## src/rtl/assert_macros.svh

```systemverilog
// assertion macros for the rtl
`ifndef ASSERT_MACROS_SVH
`define ASSERT_MACROS_SVH

// property checked on every rising clk_i edge, off while rst_ni is low
`define ASSERT_CLK(lbl, prop, msg) \
  lbl: assert property (@(posedge clk_i) disable iff (!rst_ni) (prop)) else $error(msg);

// condition that must never be true
`define ASSERT_NEVER(lbl, cond, msg) \
  `ASSERT_CLK(lbl, !(cond), msg)

`endif

```

## src/rtl/pmrd_pkg.sv

```systemverilog
// package: widths, controller states and control structs of the peer table
package pmrd_pkg;

  localparam int unsigned TableDepthDef = 64;
  localparam int unsigned KeyW          = 48;
  localparam int unsigned LvlW          = 8;
  localparam int unsigned TotW          = 7;

  typedef enum logic [2:0] {
    StIdle,
    StSearch,
    StFlushRd,
    StFlushLd,
    StFlushEmpty
  } ctl_state_e;

  // controller to datapath
  typedef struct packed {
    logic in_ready;
    logic latch_in;
    logic rd_clr;
    logic issue_rd;
    logic upd_wr;
    logic app_wr;
    logic out_ld;
    logic out_empty;
    logic cnt_clr;
  } ctl_cmd_t;

  // datapath to controller
  typedef struct packed {
    logic in_valid;
    logic in_flush;
    logic hit;
    logic greater;
    logic rd_more;
    logic srch_end;
    logic full;
    logic cnt_zero;
    logic last;
    logic slot_free;
  } dp_sts_t;

endpackage

```

## src/rtl/pmrd_ifs.sv

```systemverilog
// handshake interfaces for the request and the result channel
interface pmrd_req_if;
  logic                              valid;
  logic                              ready;
  logic                              req_type;
  logic [pmrd_pkg::KeyW-1:0]         peer_key;
  logic signed [pmrd_pkg::LvlW-1:0]  signal_level;

  modport source (output valid, req_type, peer_key, signal_level, input ready);
  modport sink   (input valid, req_type, peer_key, signal_level, output ready);
endinterface

interface pmrd_rsp_if;
  logic                              valid;
  logic                              ready;
  logic [pmrd_pkg::KeyW-1:0]         out_peer_key;
  logic signed [pmrd_pkg::LvlW-1:0]  best_level;
  logic                              entry_valid;
  logic                              last_entry;
  logic [pmrd_pkg::TotW-1:0]         peer_total;

  modport source (output valid, out_peer_key, best_level, entry_valid, last_entry,
                  peer_total, input ready);
  modport sink   (input valid, out_peer_key, best_level, entry_valid, last_entry,
                  peer_total, output ready);
endinterface

```

## src/rtl/peer_max_rssi_dedup_table.sv

```systemverilog
// top level: peer table that keeps the strongest level per unique peer
// usage
//   req_i carries one request beat: req_type 0 observes a peer (peer_key, signal_level),
//   req_type 1 flushes the table. rsp_o carries result beats, produced only by flushes.
//   req_i.ready is high whenever the controller is idle, also while a result beat
//   still waits in the output register for the receiver.
// search and flush
//   an observation walks the stored entries one ram read per cycle behind the registered
//   ram read; a hit or the end of the stored entries returns the controller to idle, and
//   the next request is taken only from idle
//   a flush reads the entries in order and, while the output register is free, gives one
//   result beat per cycle; a flush of an empty table gives one beat with entry_valid low
// reset
//   rst_ni clears the entry count, the controller and the output valid; the ram
//   contents are not cleared, entries are read only below the count
// stalls
//   while rsp_o.ready is low the flush holds its position in the table and resumes
//   when the output register frees; nothing is dropped or repeated
`include "assert_macros.svh"

module peer_max_rssi_dedup_table #(
  parameter int unsigned TableDepth = pmrd_pkg::TableDepthDef
) (
  input  logic       clk_i,
  input  logic       rst_ni,
  pmrd_req_if.sink   req_i,
  pmrd_rsp_if.source rsp_o
);
  import pmrd_pkg::*;

  ctl_cmd_t cmd;
  dp_sts_t  sts;

  // state machine: decides search, update, append and flush steps
  pmrd_ctl u_ctl (
    .clk_i  (clk_i),
    .rst_ni (rst_ni),
    .sts_i  (sts),
    .cmd_o  (cmd)
  );

  // storage, pointers, compare and result register
  pmrd_dp #(
    .TableDepth (TableDepth)
  ) u_dp (
    .clk_i  (clk_i),
    .rst_ni (rst_ni),
    .cmd_i  (cmd),
    .sts_o  (sts),
    .req_i  (req_i),
    .rsp_o  (rsp_o)
  );

  // a table write is either an in-place update or an append, never both
  `ASSERT_NEVER(a_single_wr, cmd.upd_wr && cmd.app_wr, "update and append in one cycle")

  // the final beat of a flush empties the table
  `ASSERT_CLK(a_flush_clears, (cmd.out_ld && sts.last) |=> sts.cnt_zero, "count not cleared")

  // the empty marker beat is produced only for an empty table
  `ASSERT_CLK(a_empty_beat, cmd.out_empty |-> sts.cnt_zero, "empty beat with entries held")

  // no result beat is loaded while the block takes requests
  `ASSERT_NEVER(a_idle_no_ld, req_i.ready && (cmd.out_ld || cmd.out_empty),
                "result loaded while idle")

endmodule

```

## src/rtl/pmrd_ram.sv

```systemverilog
// generic single write port ram with registered read
module pmrd_ram #(
  parameter int unsigned Width = 8,
  parameter int unsigned Depth = 64,
  localparam int unsigned AddrW = (Depth > 1) ? $clog2(Depth) : 1
) (
  input  logic             clk_i,
  input  logic             we_i,
  input  logic [AddrW-1:0] waddr_i,
  input  logic [Width-1:0] wdata_i,
  input  logic             re_i,
  input  logic [AddrW-1:0] raddr_i,
  output logic [Width-1:0] rdata_o
);

  logic [Width-1:0] mem_q [Depth];
  logic [Width-1:0] rdata_q;

  always_ff @(posedge clk_i) begin
    if (we_i) begin
      mem_q[waddr_i] <= wdata_i;
    end
    if (re_i) begin
      rdata_q <= mem_q[raddr_i];
    end
  end

  assign rdata_o = rdata_q;

endmodule

```

## src/rtl/pmrd_ctl.sv

```systemverilog
// controller: sequences search, update, append and flush
module pmrd_ctl (
  input  logic               clk_i,
  input  logic               rst_ni,
  input  pmrd_pkg::dp_sts_t  sts_i,
  output pmrd_pkg::ctl_cmd_t cmd_o
);
  import pmrd_pkg::*;

  ctl_state_e state_q, state_d;

  always_ff @(posedge clk_i or negedge rst_ni) begin
    if (!rst_ni) begin
      state_q <= StIdle;
    end else begin
      state_q <= state_d;
    end
  end

  always_comb begin
    state_d = state_q;
    cmd_o   = '0;
    unique case (state_q)
      StIdle: begin
        cmd_o.in_ready = 1'b1;
        if (sts_i.in_valid) begin
          cmd_o.latch_in = 1'b1;
          cmd_o.rd_clr   = 1'b1;
          if (!sts_i.in_flush) begin
            state_d = StSearch;
          end else if (sts_i.cnt_zero) begin
            state_d = StFlushEmpty;
          end else begin
            state_d = StFlushRd;
          end
        end
      end
      StSearch: begin
        cmd_o.issue_rd = sts_i.rd_more;
        if (sts_i.hit) begin
          cmd_o.upd_wr = sts_i.greater;
          state_d      = StIdle;
        end else if (sts_i.srch_end) begin
          cmd_o.app_wr = !sts_i.full;
          state_d      = StIdle;
        end
      end
      StFlushRd: begin
        cmd_o.issue_rd = 1'b1;
        state_d        = StFlushLd;
      end
      StFlushLd: begin
        if (sts_i.slot_free) begin
          cmd_o.out_ld = 1'b1;
          if (sts_i.last) begin
            cmd_o.cnt_clr = 1'b1;
            state_d       = StIdle;
          end else begin
            cmd_o.issue_rd = 1'b1;
          end
        end
      end
      StFlushEmpty: begin
        if (sts_i.slot_free) begin
          cmd_o.out_empty = 1'b1;
          state_d         = StIdle;
        end
      end
      default: state_d = StIdle;
    endcase
  end

endmodule

```

## src/rtl/pmrd_dp.sv

```systemverilog
// datapath: entry count, read pointer, table ram and result register
module pmrd_dp #(
  parameter int unsigned TableDepth = pmrd_pkg::TableDepthDef
) (
  input  logic               clk_i,
  input  logic               rst_ni,
  input  pmrd_pkg::ctl_cmd_t cmd_i,
  output pmrd_pkg::dp_sts_t  sts_o,
  pmrd_req_if.sink           req_i,
  pmrd_rsp_if.source         rsp_o
);
  import pmrd_pkg::*;

  localparam int unsigned CntW  = $clog2(TableDepth + 1);
  localparam int unsigned AddrW = (TableDepth > 1) ? $clog2(TableDepth) : 1;
  localparam int unsigned EntW  = KeyW + LvlW;

  logic [KeyW-1:0]        key_q;
  logic signed [LvlW-1:0] lvl_q;
  logic [CntW-1:0]        cnt_q, rd_idx_q, cmp_idx_q;
  logic                   rd_pend_q;
  logic [EntW-1:0]        rdata;
  logic [KeyW-1:0]        rd_key;
  logic signed [LvlW-1:0] rd_lvl;
  logic                   we;
  logic [AddrW-1:0]       waddr;

  logic                   out_vld_q;
  logic [KeyW-1:0]        out_key_q;
  logic signed [LvlW-1:0] out_lvl_q;
  logic                   out_ent_q, out_last_q;
  logic [TotW-1:0]        out_tot_q;

  assign rd_key = rdata[EntW-1:LvlW];
  assign rd_lvl = rdata[LvlW-1:0];

  // request capture
  always_ff @(posedge clk_i) begin
    if (cmd_i.latch_in) begin
      key_q <= req_i.peer_key;
      lvl_q <= req_i.signal_level;
    end
  end

  // count and read pointer
  always_ff @(posedge clk_i or negedge rst_ni) begin
    if (!rst_ni) begin
      cnt_q     <= '0;
      rd_idx_q  <= '0;
      cmp_idx_q <= '0;
      rd_pend_q <= 1'b0;
    end else begin
      rd_pend_q <= cmd_i.issue_rd;
      if (cmd_i.rd_clr) begin
        rd_idx_q <= '0;
      end else if (cmd_i.issue_rd) begin
        rd_idx_q  <= rd_idx_q + CntW'(1);
        cmp_idx_q <= rd_idx_q;
      end
      if (cmd_i.cnt_clr) begin
        cnt_q <= '0;
      end else if (cmd_i.app_wr) begin
        cnt_q <= cnt_q + CntW'(1);
      end
    end
  end

  assign we    = cmd_i.upd_wr | cmd_i.app_wr;
  assign waddr = cmd_i.upd_wr ? cmp_idx_q[AddrW-1:0] : cnt_q[AddrW-1:0];

  pmrd_ram #(
    .Width (EntW),
    .Depth (TableDepth)
  ) u_ram (
    .clk_i   (clk_i),
    .we_i    (we),
    .waddr_i (waddr),
    .wdata_i ({key_q, lvl_q}),
    .re_i    (cmd_i.issue_rd),
    .raddr_i (rd_idx_q[AddrW-1:0]),
    .rdata_o (rdata)
  );

  // result register
  always_ff @(posedge clk_i or negedge rst_ni) begin
    if (!rst_ni) begin
      out_vld_q <= 1'b0;
    end else if (cmd_i.out_ld || cmd_i.out_empty) begin
      out_vld_q <= 1'b1;
    end else if (rsp_o.ready) begin
      out_vld_q <= 1'b0;
    end
  end

  always_ff @(posedge clk_i) begin
    if (cmd_i.out_ld) begin
      out_key_q  <= rd_key;
      out_lvl_q  <= rd_lvl;
      out_ent_q  <= 1'b1;
      out_last_q <= sts_o.last;
      out_tot_q  <= TotW'(cnt_q);
    end else if (cmd_i.out_empty) begin
      out_key_q  <= '0;
      out_lvl_q  <= '0;
      out_ent_q  <= 1'b0;
      out_last_q <= 1'b1;
      out_tot_q  <= '0;
    end
  end

  assign req_i.ready        = cmd_i.in_ready;
  assign rsp_o.valid        = out_vld_q;
  assign rsp_o.out_peer_key = out_key_q;
  assign rsp_o.best_level   = out_lvl_q;
  assign rsp_o.entry_valid  = out_ent_q;
  assign rsp_o.last_entry   = out_last_q;
  assign rsp_o.peer_total   = out_tot_q;

  always_comb begin
    sts_o           = '0;
    sts_o.in_valid  = req_i.valid;
    sts_o.in_flush  = req_i.req_type;
    sts_o.rd_more   = rd_idx_q < cnt_q;
    sts_o.hit       = rd_pend_q && (rd_key == key_q);
    sts_o.greater   = lvl_q > rd_lvl;
    sts_o.srch_end  = !rd_pend_q && !sts_o.rd_more;
    sts_o.full      = cnt_q == CntW'(TableDepth);
    sts_o.cnt_zero  = cnt_q == '0;
    sts_o.last      = CntW'(cmp_idx_q + CntW'(1)) == cnt_q;
    sts_o.slot_free = !out_vld_q || rsp_o.ready;
  end

endmodule

```

## src/flat_wrapper.sv

```systemverilog
// flat-port wrapper written by rule: the top's interface ports become plain ports
module peer_max_rssi_dedup_table_flat import pmrd_pkg::*;
#(
  parameter int unsigned TableDepth = pmrd_pkg::TableDepthDef
)
  (clk_i, rst_ni, req_i_valid, req_i_req_type, req_i_peer_key, req_i_signal_level, req_i_ready, rsp_o_valid, rsp_o_out_peer_key, rsp_o_best_level, rsp_o_entry_valid, rsp_o_last_entry, rsp_o_peer_total, rsp_o_ready);
  pmrd_req_if req_i_i ();
  pmrd_rsp_if rsp_o_i ();
  input  logic clk_i;
  input  logic rst_ni;
  input wire logic [$bits(req_i_i.valid)-1:0] req_i_valid;
  input wire logic [$bits(req_i_i.req_type)-1:0] req_i_req_type;
  input wire logic [$bits(req_i_i.peer_key)-1:0] req_i_peer_key;
  input wire logic [$bits(req_i_i.signal_level)-1:0] req_i_signal_level;
  output wire logic [$bits(req_i_i.ready)-1:0] req_i_ready;
  output wire logic [$bits(rsp_o_i.valid)-1:0] rsp_o_valid;
  output wire logic [$bits(rsp_o_i.out_peer_key)-1:0] rsp_o_out_peer_key;
  output wire logic [$bits(rsp_o_i.best_level)-1:0] rsp_o_best_level;
  output wire logic [$bits(rsp_o_i.entry_valid)-1:0] rsp_o_entry_valid;
  output wire logic [$bits(rsp_o_i.last_entry)-1:0] rsp_o_last_entry;
  output wire logic [$bits(rsp_o_i.peer_total)-1:0] rsp_o_peer_total;
  input wire logic [$bits(rsp_o_i.ready)-1:0] rsp_o_ready;
  assign req_i_i.valid = req_i_valid;
  assign req_i_i.req_type = req_i_req_type;
  assign req_i_i.peer_key = req_i_peer_key;
  assign req_i_i.signal_level = req_i_signal_level;
  assign req_i_ready = req_i_i.ready;
  assign rsp_o_valid = rsp_o_i.valid;
  assign rsp_o_out_peer_key = rsp_o_i.out_peer_key;
  assign rsp_o_best_level = rsp_o_i.best_level;
  assign rsp_o_entry_valid = rsp_o_i.entry_valid;
  assign rsp_o_last_entry = rsp_o_i.last_entry;
  assign rsp_o_peer_total = rsp_o_i.peer_total;
  assign rsp_o_i.ready = rsp_o_ready;
  peer_max_rssi_dedup_table #(.TableDepth(TableDepth)) u_core (.clk_i(clk_i), .rst_ni(rst_ni), .req_i(req_i_i), .rsp_o(rsp_o_i));
endmodule
```

## config.mk

```make
export PLATFORM = sky130hd
export DESIGN_NAME = peer_max_rssi_dedup_table_flat
export DESIGN_NICKNAME = d
export VERILOG_FILES = /design/src/rtl/pmrd_pkg.sv /design/src/rtl/pmrd_ifs.sv /design/src/rtl/peer_max_rssi_dedup_table.sv /design/src/rtl/pmrd_ram.sv /design/src/rtl/pmrd_ctl.sv /design/src/rtl/pmrd_dp.sv /design/src/flat_wrapper.sv
export VERILOG_INCLUDE_DIRS = /design/src /design/src/rtl
export SDC_FILE = /design/constraint.sdc
export NUM_CORES = 2
export LEC_CHECK = 0
export ABC_CLOCK_PERIOD_IN_PS = 10700
export BUFFER_PORTS_ARGS = -buffer_cell sky130_fd_sc_hd__buf_2
export CAP_MARGIN = 10
export CORE_MARGIN = 3
export CORE_UTILIZATION = 54
export CTS_CLUSTER_DIAMETER = 80
export CTS_CLUSTER_SIZE = 24
export DETAILED_ROUTE_END_ITERATION = 7
export MAX_ROUTING_LAYER = met4
export PLACE_DENSITY = 0.7
export SYNTH_ARGS = -nofsm -noshare
export SYNTH_HDL_FRONTEND = slang
export SYNTH_SLANG_ARGS = --single-unit
```

## constraint.sdc

```tcl
create_clock -name clk_i -period 10.7 [get_ports clk_i]
set_input_delay 2.675 -clock clk_i [delete_from_list [all_inputs] [get_ports clk_i]]
set_output_delay 2.675 -clock clk_i [all_outputs]
set_load 0.02 [all_outputs]
```

Word-level counts from Yosys, hierarchy flattened

Memory sizes are Yosys's and may differ from the RTL's. A register that Yosys moved wholly into a read port is not among the register bits.
Index checks and enable logic that the tools add are counted.

Add/subtract/negate cells: 3
Multipliers: 0
Div/mod/pow operators: 0
$lt $le $gt $ge: 2
Equal/unequal tests: 12
Shifts and indexed selects: 0
Mux-type cells: 41
Bitwise gates (word level): 2
Reductions and logical operators: 16

Operators by type and width:

| kind                                                                    | count |
|---|---|
| 48-bit 2-to-1 mux                                                       | 2 |
| 48-bit equality test                                                    | 1 |
| 7-bit 2-to-1 mux                                                        | 6 |
| 3-bit 2-to-1 mux                                                        | 9 |
| 7-bit by 1-bit adder with 7-bit output, second input constant           | 3 |
| 1-bit 2-to-1 mux                                                        | 17 |
| 8-bit 2-to-1 mux                                                        | 2 |
| 3-bit one-hot mux with 5 select lines                                   | 1 |
| 8-bit > comparator                                                      | 1 |
| 2-bit nonzero test                                                      | 4 |
| 7-bit equality test                                                     | 1 |
| 7-bit equality test, second input constant                              | 1 |
| 7-bit logical NOT                                                       | 1 |
| 7-bit < comparator                                                      | 1 |
| 3-bit by 2-bit equality test with 1-bit output, second input constant   | 2 |
| 6-bit 2-to-1 mux                                                        | 1 |
| 2-bit by 1-bit inequality test with 1-bit output, second input constant | 3 |
| 5-bit AND reduction                                                     | 1 |
| 1-bit logical NOT                                                       | 4 |
| 2-bit 2-to-1 mux                                                        | 2 |
| 3-bit by 1-bit equality test with 1-bit output, second input constant   | 1 |
| 3-bit equality test, second input constant                              | 1 |
| 3-bit logical NOT                                                       | 1 |
| 3-bit by 1-bit inequality test with 1-bit output, second input constant | 1 |
| other kinds (7)                                                         | 9 |

Register bits: 147
Latch bits: 0
Bits in writable memories: 3584
ROM bits: 0
Bits of input ports: 61
Output and inout bits: 67
Word-level logic and storage cells: 90
Memories kept: 1

Memory list:

| name                    | depth | width | rd ports | clocked after Yosys merged registers in | write ports | line           | source |
|---|---|---|---|---|---|---|---|
| u_core.u_dp.u_ram.mem_q | 64    | 56    | 1        | 1                                       | 1           | pmrd_ram.sv:16 | `logic [Width-1:0] mem_q [Depth];` |

Logic depth before layout (Yosys ltp)

Word-level depth: 9
Depth in mapped cells: 12
Gate-level depth less buffers: 9

Modules after synthesis

From an unflattened synthesis, not the netlist that was laid out.

Cell total of the unflattened synthesis: 6427
Area total of the unflattened synthesis: 144074.4 sq um

By module, submodules not included:

| module   | times used | cells each | area each (sq um) | seq. area each (sq um) |
|---|---|---|---|---|
| pmrd_ram | 1          | 5949       | 137544.4          | 109304.8 |
| pmrd_dp  | 1          | 443        | 6232.2            | 4199.0 |
| pmrd_ctl | 1          | 35         | 297.8             | 75.1 |

Worst setup path before layout

OpenSTA, ideal clock, no wires.

Kind: register -> register
Start point: reg u_core.u_dp.key_q[45]
End point: mem u_core.u_dp.u_ram.mem_q[36][0] (netlist bit) (enable)
Setup time: 554 ps
Arrival time: 7000 ps
Data required time: 10146 ps
Path slack: 3147 ps
Cell stages (with the launch flop): 11
Buffers on the path: 3
Clock period less this slack: 7553 ps
Path through: edfxtp_1 nand2b_1 o2111ai_1 or4_1 nor4_1 and4_1 buf_4 buf_6 buf_12 nand3_2 a211oi_1

Longest elaborated chain between the ends: 7
Elaborated cells between the ends (all ways): 9
Those cells by class: eq/ne (1); mux (6); bitwise (1); reduce/logical (1)

Ends and longest elaborated chain:

| element                                | line           | source |
|---|---|---|
| start: declaration                     | pmrd_dp.sv:18  | `logic [KeyW-1:0] key_q;` |
| start signal: assignment               | pmrd_dp.sv:40  | `key_q <= req_i.peer_key;` |
| 48-bit equality test (*)               | pmrd_dp.sv:124 | `sts_o.hit = rd_pend_q && (rd_key == key_q);` |
| 1-bit logical AND (*)                  | pmrd_dp.sv:124 |  |
| 1-bit 2-to-1 mux                       | pmrd_ctl.sv:40 | `if (sts_i.hit) begin` |
| 2-bit 2-to-1 mux (*)                   | pmrd_ctl.sv:23 | `unique case (state_q)` |
| 1-bit bitwise OR                       | pmrd_dp.sv:68  | `assign we = cmd_i.upd_wr \| cmd_i.app_wr;` |
| 1-bit 2-to-1 mux                       | pmrd_ram.sv:20 | `if (we_i) begin` |
| 1-bit 2-to-1 mux (not written as such) | pmrd_ram.sv:21 | `mem_q[waddr_i] <= wdata_i;` |
| end: declaration                       | pmrd_ram.sv:16 |  |

Mark *: on every way between the ends. The rest lies on a longest branch, timed or not.

Worst setup path after layout

Start point: reg u_core.u_dp.key_q[1]
End point: mem u_core.u_dp.u_ram.mem_q[58][47] (netlist bit) (enable)

The elaborated chain is that of the path after synthesis.

==> qor.yml <==
run_status:
  status: "finished, final reports clean"
clock_network:
  cts_made_buffers: 182
  clock_path_buffers: 3
  htree_levels: 4
  cts_root_buffer: "clkbuf_16"
  postCtsSetupBuffers: 0
  cts.sinks: 3787
  cts_hold_buf: 0
  clk_pin_slew_ns: 0.09
  clkLatencyLatePin_ns: 0.89
  post_cts_resized: 0
  cts_tree: "done"
sta:
  finalSetupViolations: 0
  slew_headroom_pct: 7.52
  fin_setup_tns_ns: 0
  fin_skew_ns: 0.0515
  finalHoldViolCount: 0
  final_period_minus_worst_setup_slack_ns: 6.31
  timing.fmax_mhz: 158
  post-route-period-util_pct: 59.0
  rsz0062_at_grt: "no"
  slew_violations: 0
  worst_pin_slew_ns: 1.39
logic_synthesis:
  synthFlopType: "edfxtp_1"
  ys_ff_latch: 3787
  yosys_warnings: 0
  synth_fp_nets: 5788
  avgSynthCellArea_um2: 25.3
  yosysSeqAreaShare_pct: 78.7
  synthCells: 5709
  netlist_area_mm2: 0.144
  async_flop_share_pct: 0.687
  synthDistinctLibCells: 53
  synth-edff-count: 3760
floorplanning:
  ios: 128
  die_height_um: 523
  core_mm2: 0.266
  dieArea_mm2: 0.273
  floorplan.initialDensity_pct: 54.3
  rows: 189
  die_w_um: 523
global_routing:
  met2_usage_pct: 43.7
  top_usage_layer: "met2"
  grt_pass1_vias: 65352
  overflow: 0
  grt_first_pass_wirelength_mm: 520
  use_met3_pct: 4.70
  use_met1_pct: 38.3
  grt_usage_pct: 28.2
  antenna_found_initial: 28
  grt_max_degree: 140
hold_path:
  hold_class: "reg -> reg"
route:
  drc_errors: 0
  first_pass_iters: 5
  wl_per_cell_um: 38.6
  wirelength_mm: 369
  drt_iter0_drc: 10094
  vias: 65318
  viasPerCell: 6.84
  antenna_left: 0
layout:
  area_delta_synth_final_pct: 7.96
  nNetsFinal: 6025
  fin_area_mm2: 0.156
  multi_input_area_mm2: 0.0300
  fillCellCount: 18181
  final_common_cell: "edfxtp_1"
  drive_gt1_share_pct: 30.6
  instances_no_fill: 9551
  ff_latch_area_mm2: 0.114
  final_cell_mix: "edfxtp_1, mux4_2, buf_4"
  finish.utilization_pct: 58.6
power_and_ir_drop:
  cellPowerDensity_mw_per_mm2: 224
  ir_worst_vdd_mv: 0.208
  p_leak_nw: 46.8
worst_setup_path:
  crit_end: "u_core.u_dp.u_ram.mem_q[58][47]$_DFFE_PP_"
  timing.rr.end: "u_core.u_dp.u_ram.mem_q[58][47]$_DFFE_PP_"
  path_class: "reg -> reg"
  reg2reg_slack_ns: 4.39
  end_kind: "register"
  r2r-start: "u_core.u_dp.key_q[1]$_DFFE_PP_"
  worstRegToRegCells: 10
  cp.required_ns: 11.19
  start_kind: "register"
  cp-startpoint: "u_core.u_dp.key_q[1]$_DFFE_PP_"
  critPathMaxFanout: 65
  crit_arrival_ns: 6.80
run:
  max_cap_violations: 0
placement:
  placed_area_mm2: 0.151
  io_buffers: 127
  gp_congestion: 0.896
  dp.cells: 9294
  dp_hpwl_mm: 203
==> worst min path at each step <==
stage | startpoint | endpoint | cells past startpoint
after global placement | u_core.u_dp.key_q[47]$_DFFE_PP_ | u_core.u_dp.u_ram.mem_q[30][55]$_DFFE_PP_ | 0
after CTS | u_core.u_dp.rsp_o.entry_valid$_SDFFE_PP1P_ | u_core.u_dp.rsp_o.entry_valid$_SDFFE_PP1P_ | 2
final | u_core.u_dp.rsp_o.entry_valid$_SDFFE_PP1P_ | u_core.u_dp.rsp_o.entry_valid$_SDFFE_PP1P_ | 2
after global routing | u_core.u_dp.rsp_o.entry_valid$_SDFFE_PP1P_ | u_core.u_dp.rsp_o.entry_valid$_SDFFE_PP1P_ | 2
after floorplan | u_core.u_dp.rd_idx_q[6]$_DFFE_PN0P_ | u_core.u_dp.rd_idx_q[6]$_DFFE_PN0P_ | 1
after detailed placement | u_core.u_dp.rsp_o.entry_valid$_SDFFE_PP1P_ | u_core.u_dp.rsp_o.entry_valid$_SDFFE_PP1P_ | 2
==> per-stage QoR <==
stage | setup WS (ns) | total power, mW | hold slack [ns]
final | 4.39 | 34.8 | 0.498
after global routing | 4.32 | 36.0 | 0.538
after CTS | 4.49 | 35.1 | 0.498
after detailed placement | 4.49 | 27.6 | 0.481
after global placement | 4.51 | 27.5 | 0.479
after floorplan | 3.15 | 24.4 | 0.466
==> Yosys cell counts, drive strengths merged, types with 5 or more instances <==
master	number	area share [%]
and4	5	0.030
o21ai	9	0.031
nand2b	9	0.039
clkbuf	158	0.41
mux4	1176	18
xor2	32	0.19
nor2	54	0.14
edfxtp	3760	78
mux2	5	0.039
nor4	11	0.048
and3	67	0.29
ha	18	0.16
nand2	30	0.078
buf	142	0.48
or3	8	0.035
nand3	12	0.066
a21oi	21	0.073
nor3	17	0.059
a211oi	26	0.14
a31oi	9	0.039
dfrtp	26	0.45
xnor2	21	0.13
nand4	13	0.056
mux2i	11	0.076
nor2b	7	0.030
inv	26	0.068
==> cell families (layout without fill, tap and decap cells) <==
kind of cell | after synthesis | in the layout | share of synthesized area, %
compound gates | 86 | 86 | 0.402
xor+xnor | 53 | 53 | 0.322
fa+ha+maj | 18 | 18 | 0.156
buf+inv | 328 | 619 | 0.968
flops | 3787 | 3787 | 78.7
mux | 1192 | 1192 | 18.5
other cells | 0 | 18 | 0
simple gates | 245 | 245 | 0.935
==> state kept, by name, summed over array words and instances, names as in the netlist <==
signal and count:
u_core.u_dp.u_ram.mem_q 3584, u_core.u_dp.u_ram.rdata_o 56, u_core.u_dp.key_q 48, u_core.u_dp.rsp_o.out_peer_key 48, u_core.u_dp.lvl_q 8, u_core.u_dp.rsp_o.best_level 8
u_core.u_dp.cmp_idx_q 7, u_core.u_dp.cnt_q 7, u_core.u_dp.rd_idx_q 7, u_core.u_dp.rsp_o.peer_total 7, u_core.u_ctl.state_q 3, u_core.u_dp.rd_pend_q 1
u_core.u_dp.rsp_o.entry_valid 1, u_core.u_dp.rsp_o.last_entry 1, u_core.u_dp.rsp_o.valid 1
==> layer usage <==
layer  routed length [um]  share of wire, %
met5                    0                 0
met4                16800               4.6
met3                32900               8.9
met2               183000                50
met1               136000                37
==> power by group <==
group,switching (mW),total (mW),internal (mW)
sequential,0.339,17.6,17.2
clock,4.46,7.67,3.21
combinational,5.22,9.59,4.38
total,10.0,34.8,24.8
==> worst max-delay path, cell delays in order (launching register included) <==
cell,delay [ns]
edfxtp_1,0.34
buf_4,0.53
xor2_1,0.38
nor4_1,0.79
nand4_1,0.17
nor4_1,0.76
and4_1,0.30
buf_4,0.34
nand2_1,0.44
a21oi_4,0.98
buf_4,0.85
==> cell type report <==
type	instances	area share, %
flip-flops and latches	3787	73.0
clock inverters	34	0.307
multi-input cells	1594	19.2
diodes	18	0.0289
clock buffers	204	2.99
repair buffers	353	1.57
inverters	28	0.0691
well taps	3533	2.84
(Power assumes the default switching activity.)
